==> src/text_console_glyph_renderer_assert.svh <==
// ----------------------------------------------------------------------------
// Assertion macros for the text console glyph renderer
// Concurrent assertion helpers; they compile to nothing in synthesis.
// ----------------------------------------------------------------------------
`ifndef TEXT_CONSOLE_GLYPH_RENDERER_ASSERT_SVH
`define TEXT_CONSOLE_GLYPH_RENDERER_ASSERT_SVH

`ifndef SYNTHESIS
// Same-cycle implication, checked outside reset.
`define TCGR_ASSERT_IMPL(lbl, clk, rstn, ante, cons) \
  lbl: assert property (@(posedge clk) disable iff (!rstn) (ante) |-> (cons)) \
    else $error("tcgr assertion failed");
// Next-cycle implication, checked outside reset.
`define TCGR_ASSERT_NEXT(lbl, clk, rstn, ante, cons) \
  lbl: assert property (@(posedge clk) disable iff (!rstn) (ante) |=> (cons)) \
    else $error("tcgr assertion failed");
`else
`define TCGR_ASSERT_IMPL(lbl, clk, rstn, ante, cons)
`define TCGR_ASSERT_NEXT(lbl, clk, rstn, ante, cons)
`endif

`endif

==> src/tcgr_pkg.sv <==
// ----------------------------------------------------------------------------
// Text console glyph renderer package
// Shared constants, register codes and transaction types.
// ----------------------------------------------------------------------------
package tcgr_pkg;

  localparam int GLYPH_ROWS      = 16;
  localparam int FONT_SLOTS      = 256;
  localparam int MAX_SCREEN_DIM  = 4096;

  localparam int GLYPH_WIDTH     = 8;
  localparam int FIRST_PRINTABLE = 32'h20;
  localparam int EXTENDED_BASE   = 128;
  localparam int NEWLINE_CODE    = 10;

  localparam int CODE_W   = 8;
  localparam int COLOR_W  = 32;
  localparam int GROW_W   = 4;
  localparam int BITS_W   = 8;
  localparam int INDEX_W  = 25;
  localparam int MASK_W   = GLYPH_WIDTH;
  localparam int DIM_W    = 13;
  localparam int COL_W    = 13;
  localparam int ROW_W    = $clog2(MAX_SCREEN_DIM);
  localparam int Y_W      = $clog2(MAX_SCREEN_DIM + GLYPH_ROWS);
  localparam int RCNT_W   = $clog2(GLYPH_ROWS);

  localparam int STORE_DEPTH = FONT_SLOTS * GLYPH_ROWS;
  localparam int FONT_AW     = $clog2(STORE_DEPTH);

  localparam int QUEUE_DEPTH = 2;
  localparam int QPTR_W      = $clog2(QUEUE_DEPTH);

  localparam int CFG_IDX_W  = 2;
  localparam int CFG_DATA_W = DIM_W;

  typedef enum logic [CFG_IDX_W-1:0] {
    REG_SCREEN_WIDTH  = 2'd0,
    REG_SCREEN_HEIGHT = 2'd1,
    REG_PITCH_PIXELS  = 2'd2,
    REG_ENABLED       = 2'd3
  } cfg_reg_e;

  typedef struct packed {
    logic                 mode;
    logic [CODE_W-1:0]    char_code;
    logic [COLOR_W-1:0]   color;
    logic [GROW_W-1:0]    glyph_row;
    logic [BITS_W-1:0]    row_bits;
  } in_item_t;

  typedef struct packed {
    logic [INDEX_W-1:0]   pixel_index;
    logic [MASK_W-1:0]    pixel_mask;
    logic [COLOR_W-1:0]   pixel_color;
    logic                 last_row;
  } out_item_t;

  typedef struct packed {
    logic [DIM_W-1:0]     screen_width;
    logic [DIM_W-1:0]     screen_height;
    logic [DIM_W-1:0]     pitch_pixels;
    logic                 enabled;
  } cfg_t;

  // One character to draw, as handed from the front end to the row engine.
  typedef struct packed {
    logic [ROW_W-1:0]     row;
    logic [COL_W-1:0]     col;
    logic [CODE_W-1:0]    slot;
    logic                 have_glyph;
    logic [COLOR_W-1:0]   color;
  } render_cmd_t;

  typedef struct packed {
    logic                 en;
    logic [FONT_AW-1:0]   addr;
    logic [BITS_W-1:0]    data;
  } font_wr_t;

  typedef struct packed {
    logic                 en;
    logic [FONT_AW-1:0]   addr;
  } font_rd_t;

endpackage

==> src/tcgr_queue.sv <==
// ----------------------------------------------------------------------------
// Render command queue
// Short FIFO that decouples the front end from the row engine.
// ----------------------------------------------------------------------------
module tcgr_queue (
  input  logic                   clk_i,
  input  logic                   rst_ni,
  input  logic                   push_i,
  input  tcgr_pkg::render_cmd_t  push_cmd_i,
  output logic                   full_o,
  input  logic                   pop_i,
  output logic                   valid_o,
  output tcgr_pkg::render_cmd_t  cmd_o
);

  tcgr_pkg::render_cmd_t            mem_q [tcgr_pkg::QUEUE_DEPTH];
  logic [tcgr_pkg::QPTR_W-1:0]      wr_ptr_q, wr_ptr_d;
  logic [tcgr_pkg::QPTR_W-1:0]      rd_ptr_q, rd_ptr_d;
  logic [tcgr_pkg::QPTR_W:0]        count_q, count_d;

  always_comb begin
    wr_ptr_d = wr_ptr_q;
    rd_ptr_d = rd_ptr_q;
    count_d  = count_q;
    if (push_i) begin
      wr_ptr_d = (wr_ptr_q == tcgr_pkg::QPTR_W'(tcgr_pkg::QUEUE_DEPTH - 1)) ?
                 '0 : wr_ptr_q + 1'b1;
    end
    if (pop_i) begin
      rd_ptr_d = (rd_ptr_q == tcgr_pkg::QPTR_W'(tcgr_pkg::QUEUE_DEPTH - 1)) ?
                 '0 : rd_ptr_q + 1'b1;
    end
    if (push_i && !pop_i) begin
      count_d = count_q + 1'b1;
    end else if (pop_i && !push_i) begin
      count_d = count_q - 1'b1;
    end
  end

  always_ff @(posedge clk_i or negedge rst_ni) begin
    if (!rst_ni) begin
      wr_ptr_q <= '0;
      rd_ptr_q <= '0;
      count_q  <= '0;
    end else begin
      wr_ptr_q <= wr_ptr_d;
      rd_ptr_q <= rd_ptr_d;
      count_q  <= count_d;
    end
  end

  always_ff @(posedge clk_i) begin
    if (push_i) begin
      mem_q[wr_ptr_q] <= push_cmd_i;
    end
  end

  assign full_o  = (count_q == (tcgr_pkg::QPTR_W + 1)'(tcgr_pkg::QUEUE_DEPTH));
  assign valid_o = (count_q != '0);
  assign cmd_o   = mem_q[rd_ptr_q];

endmodule

==> config.mk <==
export PLATFORM = sky130hd
export DESIGN_NAME = tcgr_queue
export DESIGN_NICKNAME = d
export VERILOG_FILES = /design/src/text_console_glyph_renderer_assert.svh /design/src/tcgr_pkg.sv /design/src/tcgr_queue.sv
export SDC_FILE = /design/constraint.sdc
export NUM_CORES = 1
export LEC_CHECK = 0
export ABC_CLOCK_PERIOD_IN_PS = 9000
export BUFFER_PORTS_ARGS = -buffer_cell sky130_fd_sc_hd__buf_2
export CORE_ASPECT_RATIO = 1.1
export CORE_MARGIN = 1.5
export CORE_UTILIZATION = 44
export CTS_BUF_LIST = sky130_fd_sc_hd__clkbuf_4
export CTS_CLUSTER_SIZE = 24
export DETAILED_ROUTE_END_ITERATION = 8
export PLACE_DENSITY = 0.77
export SYNTH_ARGS = -nofsm -noshare
export SYNTH_HDL_FRONTEND = slang
export SYNTH_SLANG_ARGS = --single-unit
==> constraint.sdc <==
create_clock -name clk_i -period 9 [get_ports clk_i]
set_clock_uncertainty 0.2 [all_clocks]
set_input_delay 0.45 -clock clk_i [delete_from_list [all_inputs] [get_ports clk_i]]
set_output_delay 0.45 -clock clk_i [all_outputs]
set_load 0.02 [all_outputs]
# --- Word level (Yosys, flattened, before mapping) ---
# Memory sizes are Yosys's and may differ from the RTL's.
# Cells that the tools add are included.
totals:
  register_bits: 4
  ramBits: 132
  out_inout_bits: 68
  elab_cells: 21
  mem_count: 1
mem_list:
  columns: ["memory", "depth", "word_bits", "read_ports", "rd_ports_with_merged_regs", "wr", "line_no", "source"]
  rows:
  - ["mem_q", 2, 66, 1, 0, 1, "tcgr_queue.sv:16", "tcgr_pkg::render_cmd_t mem_q [tcgr_pkg::QUEUE_DEPTH];"]
op_classes:
  addsub: 4
  eq_ne: 1
  mux: 6
  reduce_logical: 6
ops:
  columns: ["operator", "n"]
  rows:
  - ["$mux 1", 4]
  - ["$mux 2", 2]
  - ["$reduce_bool 2->1", 2]
  - ["$add 1x1->1 const B", 2]
  - ["$add 2x1->2 const B", 1]
  - ["$eq 2x2->1 const B", 1]
  - ["$logic_and 1x1->1", 2]
  - ["$logic_not 1->1", 2]
  - ["$sub 2x1->2 const B", 1]

# --- Depth between registers and ports, before layout ---
# Gate-level depths: netlist (run 1).
logic_depth:
  depth_word: 4
  depth_mapped: 5

# --- Worst setup path after synthesis (run 1) ---
# Ideal clock, no wire load.
synth_timing:
  kind: "input-to-reg"
  from: "input port push_i"
  to: "memory mem_q[0][0] (netlist name), enable pin"
  setup_time_ns: 0.498
  t_arrival_ns: 3.350
  path_slack_ns: 4.952
  stages: 1
  n_path_buf: 0
  cell_sequence: "nor2b_1"
synth_via:
  elab_chain_cells: 2
synth_rtl:
  columns: ["item", "line_no", "source"]
  rows:
  - ["start: declaration", "tcgr_queue.sv:8", "input logic push_i,"]
  - ["$mux 1", "tcgr_queue.sv:53", "if (push_i) begin"]
  - ["$mux 1 (implied by the code)", "tcgr_queue.sv:54", "mem_q[wr_ptr_q] <= push_cmd_i;"]
  - ["end: declaration", "tcgr_queue.sv:16", null]
# No other way between the ends.

==> results of run 1 <==
-- area by class of cell --
class / instances / area (sq um)
multi-input cells: 77 / 951
flip-flops and latches: 136 / 4070
fillers: 796 / 4160
clock buffers: 19 / 143
clock inverters: 13 / 155
repair buffers: 208 / 1390
well taps: 147 / 184
inverters: 1 / 3.75
-- per-stage QoR --
| step | hold WS (ns) | instance area [sq um] | power [mW] |
|---|---|---|---|
| detailed placement | 0.0590 | 5900 | 1.57 |
| floorplan | -0.0456 | 5060 | 1.39 |
| global route | 0.358 | 6900 | 2.08 |
| CTS | 0.309 | 6900 | 2.01 |
| global placement | 0.0576 | 5900 | 1.56 |
| finish | 0.315 | 6900 | 1.99 |
-- state kept, by name, summed over array words and instances (netlist names) --
signal	cells
mem_q	132
count_q	2
wr_ptr_q	1
rd_ptr_q	1
-- cells by family after synthesis --
family | synth area share, %
XOR/XNOR | 0.865
adder cells (fa/ha/maj) | 0.247
buffers and inverters | 1.19
flip-flops | 80.2
multiplexers | 16.9
AND/OR/NAND/NOR | 0.568
-- worst min path at each step --
stage                                 from                     end  slack, ns  cells past startpoint
floorplan                           rst_ni  count_q[0]$_DFFE_PN0P_      -0.05                      0
global placement                    rst_ni  count_q[1]$_DFFE_PN0P_       0.06                      1
detailed placement                  rst_ni  count_q[1]$_DFFE_PN0P_       0.06                      1
CTS                 count_q[1]$_DFFE_PN0P_  count_q[1]$_DFFE_PN0P_       0.31                      1
global route        count_q[1]$_DFFE_PN0P_  count_q[1]$_DFFE_PN0P_       0.36                      1
finish              count_q[1]$_DFFE_PN0P_  count_q[1]$_DFFE_PN0P_       0.32                      1
-- per-layer routing --
| layer | GRT usage, % | vias to the layer above | part of all wire [%] |
|---|---|---|---|
| li1 | - | 1315 | - |
| met1 | 17.0 | 1374 | 41 |
| met2 | 27.9 | 99 | 52 |
| met3 | 5.17 | 13 | 5.3 |
| met4 | 6.76 | 0 | 1.4 |
| met5 | 0 | - | 0 |
-- placed cells by master (no fill, tap or decap), types with 3 or more instances in the layout --
master                          netlist  routed
sky130_fd_sc_hd__buf_2                3     137
sky130_fd_sc_hd__edfxtp_1           132     132
sky130_fd_sc_hd__dlygate4sd3_1        0      70
sky130_fd_sc_hd__mux2_2              36      36
sky130_fd_sc_hd__mux2_4              30      30
sky130_fd_sc_hd__clkbuf_4             0      19
sky130_fd_sc_hd__xor2_1               4       4
sky130_fd_sc_hd__clkinv_2             0       4
sky130_fd_sc_hd__clkinv_4             0       3
sky130_fd_sc_hd__bufinv_16            0       3
sky130_fd_sc_hd__dfrtp_1              4       3
-- repair_timing --
action	4_1_cts	5_1_grt
hold endpoints to repair	138	0
buffers inserted	0	0
hold buffers	70	0
setup endpoints to repair	0	0
-- power breakdown --
group | internal, mW | switching [mW] | leakage (nW)
combinational | 0.303 | 0.330 | 1.28
sequential | 0.841 | 0.102 | 1.28
clock | 0.197 | 0.213 | 0.160
==> results.md, run 1 <==
- Among all flip-flop cells after synthesis, the most frequent one is sky130_fd_sc_hd__edfxtp_1.
- The reported leakage power is roughly 2.7 nW.
- The maximum achievable frequency is 338 MHz.
- The time the worst path needs with I/O delays and setup is between 2 and 3 ns.
- The worst-path cell with the longest stage delay is sky130_fd_sc_hd__dfrtp_4.
- In this run the worst hold path is classified as reg -> reg.
- Cells fill just over 60% of the core in the end.
- Including well taps, the total number of placed cells is 499.
- The proportion of synthesized chip area in sequential cells is 80.2%.
- The flow ran to the end, and the final reports show no timing, DRC or antenna violations.
- Counting buffers and inverters, the worst setup path is 2 cells deep.
- Input and output buffers added on the ports amount to 137.
- At the later pin of the worst-skew pair, clock insertion delay measures 0.50 ns.
- The signal on the critical path passes through mux2_2, buf_2.
- The via count of the first global-routing pass is 2941.
- The highest fanout seen on the critical path is 67.
- Tracing the worst setup path back leads to its startpoint at rd_ptr_q$_DFFE_PN0P_.
- The area enclosed by the die boundary is 12200 sq um.
- The number of pins with negative max-slew slack in the final report is 0.
- The total nets after synthesis is between 200 and 300.
- The number of rows created at floorplan is 40.
- The number of nets with antenna violations after routing is 0.
- The weighted congestion at the end of routability-driven global placement is approximately 0.69.
- The flop and latch count out of synthesis is 136.
- The tree built by TritonCTS fans out to approximately 140 sinks.
- The worst register-to-register path ends at mem_q[0][1]$_DFFE_PP_.
- The final routed wire length divided by cell count is around 15 um.
- Compared with the post-synthesis result, the final layout area differs by 36.2%.
- The H-tree was split into 4 levels.
- The aggregate global-route resource usage is 15.6%.
- The number of buffer and inverter stages on the critical path is 1.
- The maximum buffer depth of the clock tree is 2.
- The total overflow left after global routing is 0.
- Using the TritonRoute via totals, the vias-per-cell ratio works out to 4.66.
- The tightest slew margin relative to the limit is between 20% and 30%.
- Entering global routing, the biggest net connects 68 pins.
- After layout, the worst setup slack is 6.05 ns.
- Of all cell types, the one taking the most synthesized area is sky130_fd_sc_hd__edfxtp_1.
- Data on the critical path arrives at its endpoint at 2.30 ns.
- The number of iterations in the first detailed-routing pass is 4.
- The category of the critical setup timing path is reg -> out.
- The CTS tree is done.
- Of the cells placed in the final design, the portion with a size suffix greater than 1 is between 50 and 60%.
- Setup violations remaining at the end of the flow were counted as 0.
- The total area inside the core boundary comes to 11100 sq um.
- The top-level I/O count is around 140.
- Setup slack on the worst reg-to-reg path comes out at 6.72 ns.
- Sorting the synthesized cells by how often they occur yields sky130_fd_sc_hd__edfxtp_1 (132), sky130_fd_sc_hd__mux2_2 (36), sky130_fd_sc_hd__mux2_4 (30).
- The number of warnings reported in the yosys synthesis log is 0.
- At the pin with the least slew margin, the transition time is 1.08 ns.
- The largest incremental delay on the critical path is 1.14 ns.
- The synthesized area is 5060 sq um.
- After technology mapping, the gate count stands at 221.
- The post-route non-filler standard cell count is 601.
- The sum of net half-perimeters after detailed placement is ~5 mm.
- The width of the die is roughly 110 um.
- The initial utilization of the core area, before any placement, comes to approximately 46%.
- The number of antenna violations at the first check in global routing is 0.
- The number of clock buffers added by TritonCTS is 17.
- In this run the worst setup path terminates at cmd_o[3].
- By area the synthesized netlist is led by sky130_fd_sc_hd__edfxtp_1 (78%), sky130_fd_sc_hd__mux2_4 (8.9%), sky130_fd_sc_hd__mux2_2 (8.0%).
- The startpoint kind of the worst setup timing path is a register.
- The first global-routing pass estimated 14.0 mm of wire.
- The detailed-route DRC error count is 0.
- Clock-pin slew was measured on the worst setup and hold paths at between 0.1 and 0.15 ns.
- The final layout contains routed wiring with a total length of 9.15 mm.
- The total number of nets in the final design is just over 500.
- 0 antenna diodes ended up in the layout.
- Data on the critical path is required at its endpoint by 8.35 ns.
- The count of different cell masters after synthesis is 15.
- The detailed router placed 2801 vias in this run.
- The dominant delay contributor by cell family on the critical path is flip-flops.
- Of all flip-flops after synthesis, the portion carrying an async set or reset was approximately 2.9%.
- The leading cell type by number of instances after synthesis is sky130_fd_sc_hd__edfxtp_1.
- The die is 116 um tall.
- The worst path uses between 30 and 40% of the clock period.
- The tool flagged a number of max-cap violations equal to 0.
- The worst vdd rail ir drop is 214 uV.
- The DRC violation total after the first TritonRoute iteration is ~110.
- Each instance of the synthesized netlist takes up on average 22.9 sq um.
- Setup repair after global routing left no endpoint under its margin.
- The top cell type by area accounts for 78.3% of the synthesized area.
- The total count of hold-check failures in the final report is 0.
- STA classifies the critical path endpoint as an output port.
- The startpoint identified for the worst register-to-register timing path is wr_ptr_q$_DFFE_PN0P_.
- The total power density per cell area is between 200 and 300 nW/um^2.
- The number of cells upsized or downsized after cts is 0.
- The synthesized design contains around 130 enable-type register cells.
- The worst slack at placement is around 6.5 ns.
- The logic depth of the worst register-to-register path is 2.
- Summed over all failing endpoints, the final setup total negative slack is 0 ns.
- In this run the clock root is driven by a sky130_fd_sc_hd__clkbuf_4.
(Power assumes the default switching activity.)
==> inputs of run 2 (changes only) <==
Settings changed: ABC_CLOCK_PERIOD_IN_PS 9000 to 2490, PLACE_DENSITY 0.77 to 0.8.
Clock period 9 ns to 2.49 ns, I/O delays scaled along.
==> run 2 against run 1 <==
Compared with the run above: non-clock buffer count rose by 8; register-to-register slack lost 5.8 ns; largest power group unchanged; wire length grew 7.5%; sequential share of layout area decreased by 0.13 points; global-route usage is 1.2 points higher; cell count up 1.2%; combinational power rose to 4.1 times the previous value; first-iteration DRC count up 12%; final area up 0.22%; utilization up 0.14 points; total power grew to 3.5 times the previous value; die area is the same.
==> results.md, run 2 (synthesized netlist as in run 1, its figures left out) <==
- Run status: finished clean (unchanged).
- The CTS H-tree depth is 4 (unchanged).
- The number of maximum-capacitance constraint violations is 0 (unchanged).
- The DRC violation total after the first TritonRoute iteration came to 124 (was 111).
- The maximum achievable frequency is 463 MHz.
- The quantity of I/O buffers inserted on ports is 137 (unchanged).
- The setup-violating endpoint count in the final report is 0 (unchanged).
- The final routed wire length divided by cell count is 16.2 um (was 15.2 um).
- The endpoint type of the worst setup path is an output port (unchanged).
- The sum of net half-perimeters after detailed placement is 5.82 mm (was 5.04 mm).
- The number of iterations in the first detailed-routing pass is 4 (unchanged).
- The required time reported for the critical path endpoint came to 2.17 ns (was 8.35 ns).
- The chip height came to 116 um (unchanged).
- The dominant delay contributor by cell family on the critical path is flip-flops (unchanged).
- The worst-path cell with the longest stage delay is sky130_fd_sc_hd__dfrtp_4 (unchanged).
- The instance count on the critical path came to 3 (was 2).
- The largest incremental delay on the critical path is 0.59 ns (was 1.14 ns).
- The footprint of the multi-input gates is 951 sq um (unchanged).
- The total wire length after detailed routing is 9.84 mm (was 9.15 mm).
- The diode insertion count for antenna repair is 0 (unchanged).
- The most common cell after layout, fill and taps aside is sky130_fd_sc_hd__buf_2 (unchanged).
- The sequential cell area in the final layout is 4070 sq um (unchanged).
- The initial core utilization is 45.8% (unchanged).
- The number of buffer and inverter stages on the critical path is 2 (was 1).
- The wire length of the first global-routing pass is 15.0 mm (was 14.0 mm).
- The register with the most flip-flops was mem_q (unchanged).
- The area enclosed by the die boundary is 12200 sq um (unchanged).
- The total count of hold-check failures in the final report is 0 (unchanged).
- The worst vdd rail ir drop came to 511 uV (was 214 uV).
- The worst slack at placement came to 0.644 ns (was 6.45 ns).
- The number of clock buffers inserted by TritonCTS is 17 (unchanged).
- The number of nets with antenna violations after routing came to 0 (unchanged).
- The total number of nets in the final design came to 520 (was 512).
- The startpoint kind of the worst setup timing path was a register (unchanged).
- The highest fanout seen on the critical path is 26 (was 67).
- The final worst setup slack is 0.328 ns (was 6.05 ns).
- The clock-pin slew of the registers on the worst-case setup and hold paths is 0.10 ns (was 0.12 ns).
- The total clock sinks came to 136 (unchanged).
- The total power density per cell area is 1010 nW/um^2 (was 288 nW/um^2).
- The aggregate global-route resource usage is 16.7% (was 15.6%).
- The number of rows created at floorplan is 40 (unchanged).
- The pin count of the biggest net entering global routing came to 38 (was 68).
- The total placed cells including tap cells is 506 (was 499).
- The measured slew at the worst slew-check pin is 0.341 ns (was 1.08 ns).
- The category of the critical setup timing path is reg -> out (unchanged).
- The width of the die is 105 um (unchanged).
- The final-layout setup total negative slack is 0 ns (unchanged).
- The via count of the first global-routing pass is 3093 (was 2941).
- The arrival time of data at the critical path endpoint is 1.84 ns (was 2.30 ns).
- The total number of vias came to 2825 (was 2801).
- RSZ-0062 raised after global routing: false (unchanged).
- The logic depth of the worst register-to-register path is 2 (unchanged).
- The flip-flop count of the largest register after layout is 132 (unchanged).
- After layout, the worst path uses 86.8% of the clock period.
- The number of fill cells in the layout is 803 (was 796).
- The floorplan core area is 11100 sq um (unchanged).
- Top library cells by usage in the layout, fill and taps aside: sky130_fd_sc_hd__buf_2 (137), sky130_fd_sc_hd__edfxtp_1 (132), sky130_fd_sc_hd__dlygate4sd3_1 (70), sky130_fd_sc_hd__mux2_2 (36), sky130_fd_sc_hd__mux2_4 (30) (unchanged).
- The share of final-layout standard cells stronger than drive strength 1 came to 52.7% (was 52.6%).
- The reported leakage power is 2.74 nW (was 2.72 nW).
- The overall power consumption is 6.97 mW (was 1.99 mW).
- The via density per instance is 4.65 (was 4.66).
- The number of cells upsized or downsized after cts was 0 (unchanged).
- The layout overhead on the synthesized area is 36.5% (was 36.2%).
- The tightest slew margin relative to the limit came to 77.3% (was 28.1%).
- The clock root buffer master is sky130_fd_sc_hd__clkbuf_4 (unchanged).
- The weighted congestion at the end of routability-driven global placement is 0.663 (was 0.686).
- The number of antenna violations at the first check in global routing is 0 (unchanged).
- The number of pins with negative max-slew slack in the final report is 0 (unchanged).
- The clock insertion delay at the later pin of the skew report is 0.48 ns (was 0.50 ns).
- The detailed-route DRC error count is 0 (unchanged).
- The time the worst path needs with I/O delays and setup is 2.16 ns.
- The class of the tightest hold or removal check is in -> reg (was reg -> reg).
- The top-level I/O count is 138 (unchanged).
- The number of cells traversed by the worst hold path came to 2 (was 1).
- The CTS tree is done (unchanged).
- Biggest regs: mem_q x132, count_q x2 (unchanged).
- The post-route non-filler standard cell count is 608 (was 601).
- The sum of overflow across all layers after global routing is 0 (unchanged).
- Cell-by-cell listing of the critical path: buf_12, mux2_2, buf_2 (was mux2_2, buf_2).
- The maximum buffer depth of the clock tree is 2 (unchanged).
==> run 2: cell types whose count changed in the layout (fill, tap and decap cells not counted), sizes merged <==
cell      previous run  this run
clkbuf              19        24
bufinv               3         0
clkinv               8         7
buf                138       145
clkinvlp             2         1
==> run 2: stage by stage <==
| stage | hold WS [ns] | instance area [sq um] | util (%) |
|---|---|---|---|
| 2_1_floorplan | -0.371 | 5070 | - |
| 3_3_place_gp | -0.263 | 5980 | 54.0 |
| 3_5_place_dp | -0.253 | 5980 | 54.0 |
| 4_1_cts | 0.0840 | 6890 | 62.3 |
| 5_1_grt | 0.0865 | 6910 | 62.5 |
| 6_report | 0.152 | 6910 | 62.5 |
==> run 2: final timing paths <==
check                                       startpoint  slack, ns                     end
max in group asynchronous                       rst_ni       1.51    rd_ptr_q$_DFFE_PN0P_
worst min-delay path                    push_cmd_i[13]       0.15  mem_q[1][13]$_DFFE_PP_
min in group asynchronous                       rst_ni       0.33  count_q[0]$_DFFE_PN0P_
worst max register to register    wr_ptr_q$_DFFE_PN0P_       0.95  mem_q[1][53]$_DFFE_PP_
worst max-delay path              rd_ptr_q$_DFFE_PN0P_       0.33               cmd_o[59]
worst min register to register  count_q[1]$_DFFE_PN0P_       0.30  count_q[1]$_DFFE_PN0P_
==> run 2: where the power goes <==
part	internal [mW]	total [mW]	switching [mW]
combinational	1.19	2.62	1.43
clock	0.439	1.13	0.694
sequential	3.04	3.22	0.178
==> run 2: area by class of cell <==
type / count / share of cell area (%)
clock buffer: 23 / 2.50
clock inverter: 8 / 0.543
inverter: 1 / 0.0543
multi-input combinational: 77 / 13.8
sequential: 136 / 58.8
tap: 147 / 2.66
timing repair buffer: 216 / 21.6
==> run 2: what timing repair did <==
action | in CTS | in global routing
setup endpoints to repair | 0 | 1
endpoints found under the hold margin | 147 | 0
hold buffers | 70 | 0
setup buffers | 0 | 1
==> run 2: layer usage <==
layer	part of all wire (%)	track usage, %	up-vias
li1	-	-	1336
met1	39	17.5	1388
met2	56	31.6	94
met3	4.4	4.11	7
met4	1.1	8.22	0
met5	0	0	-
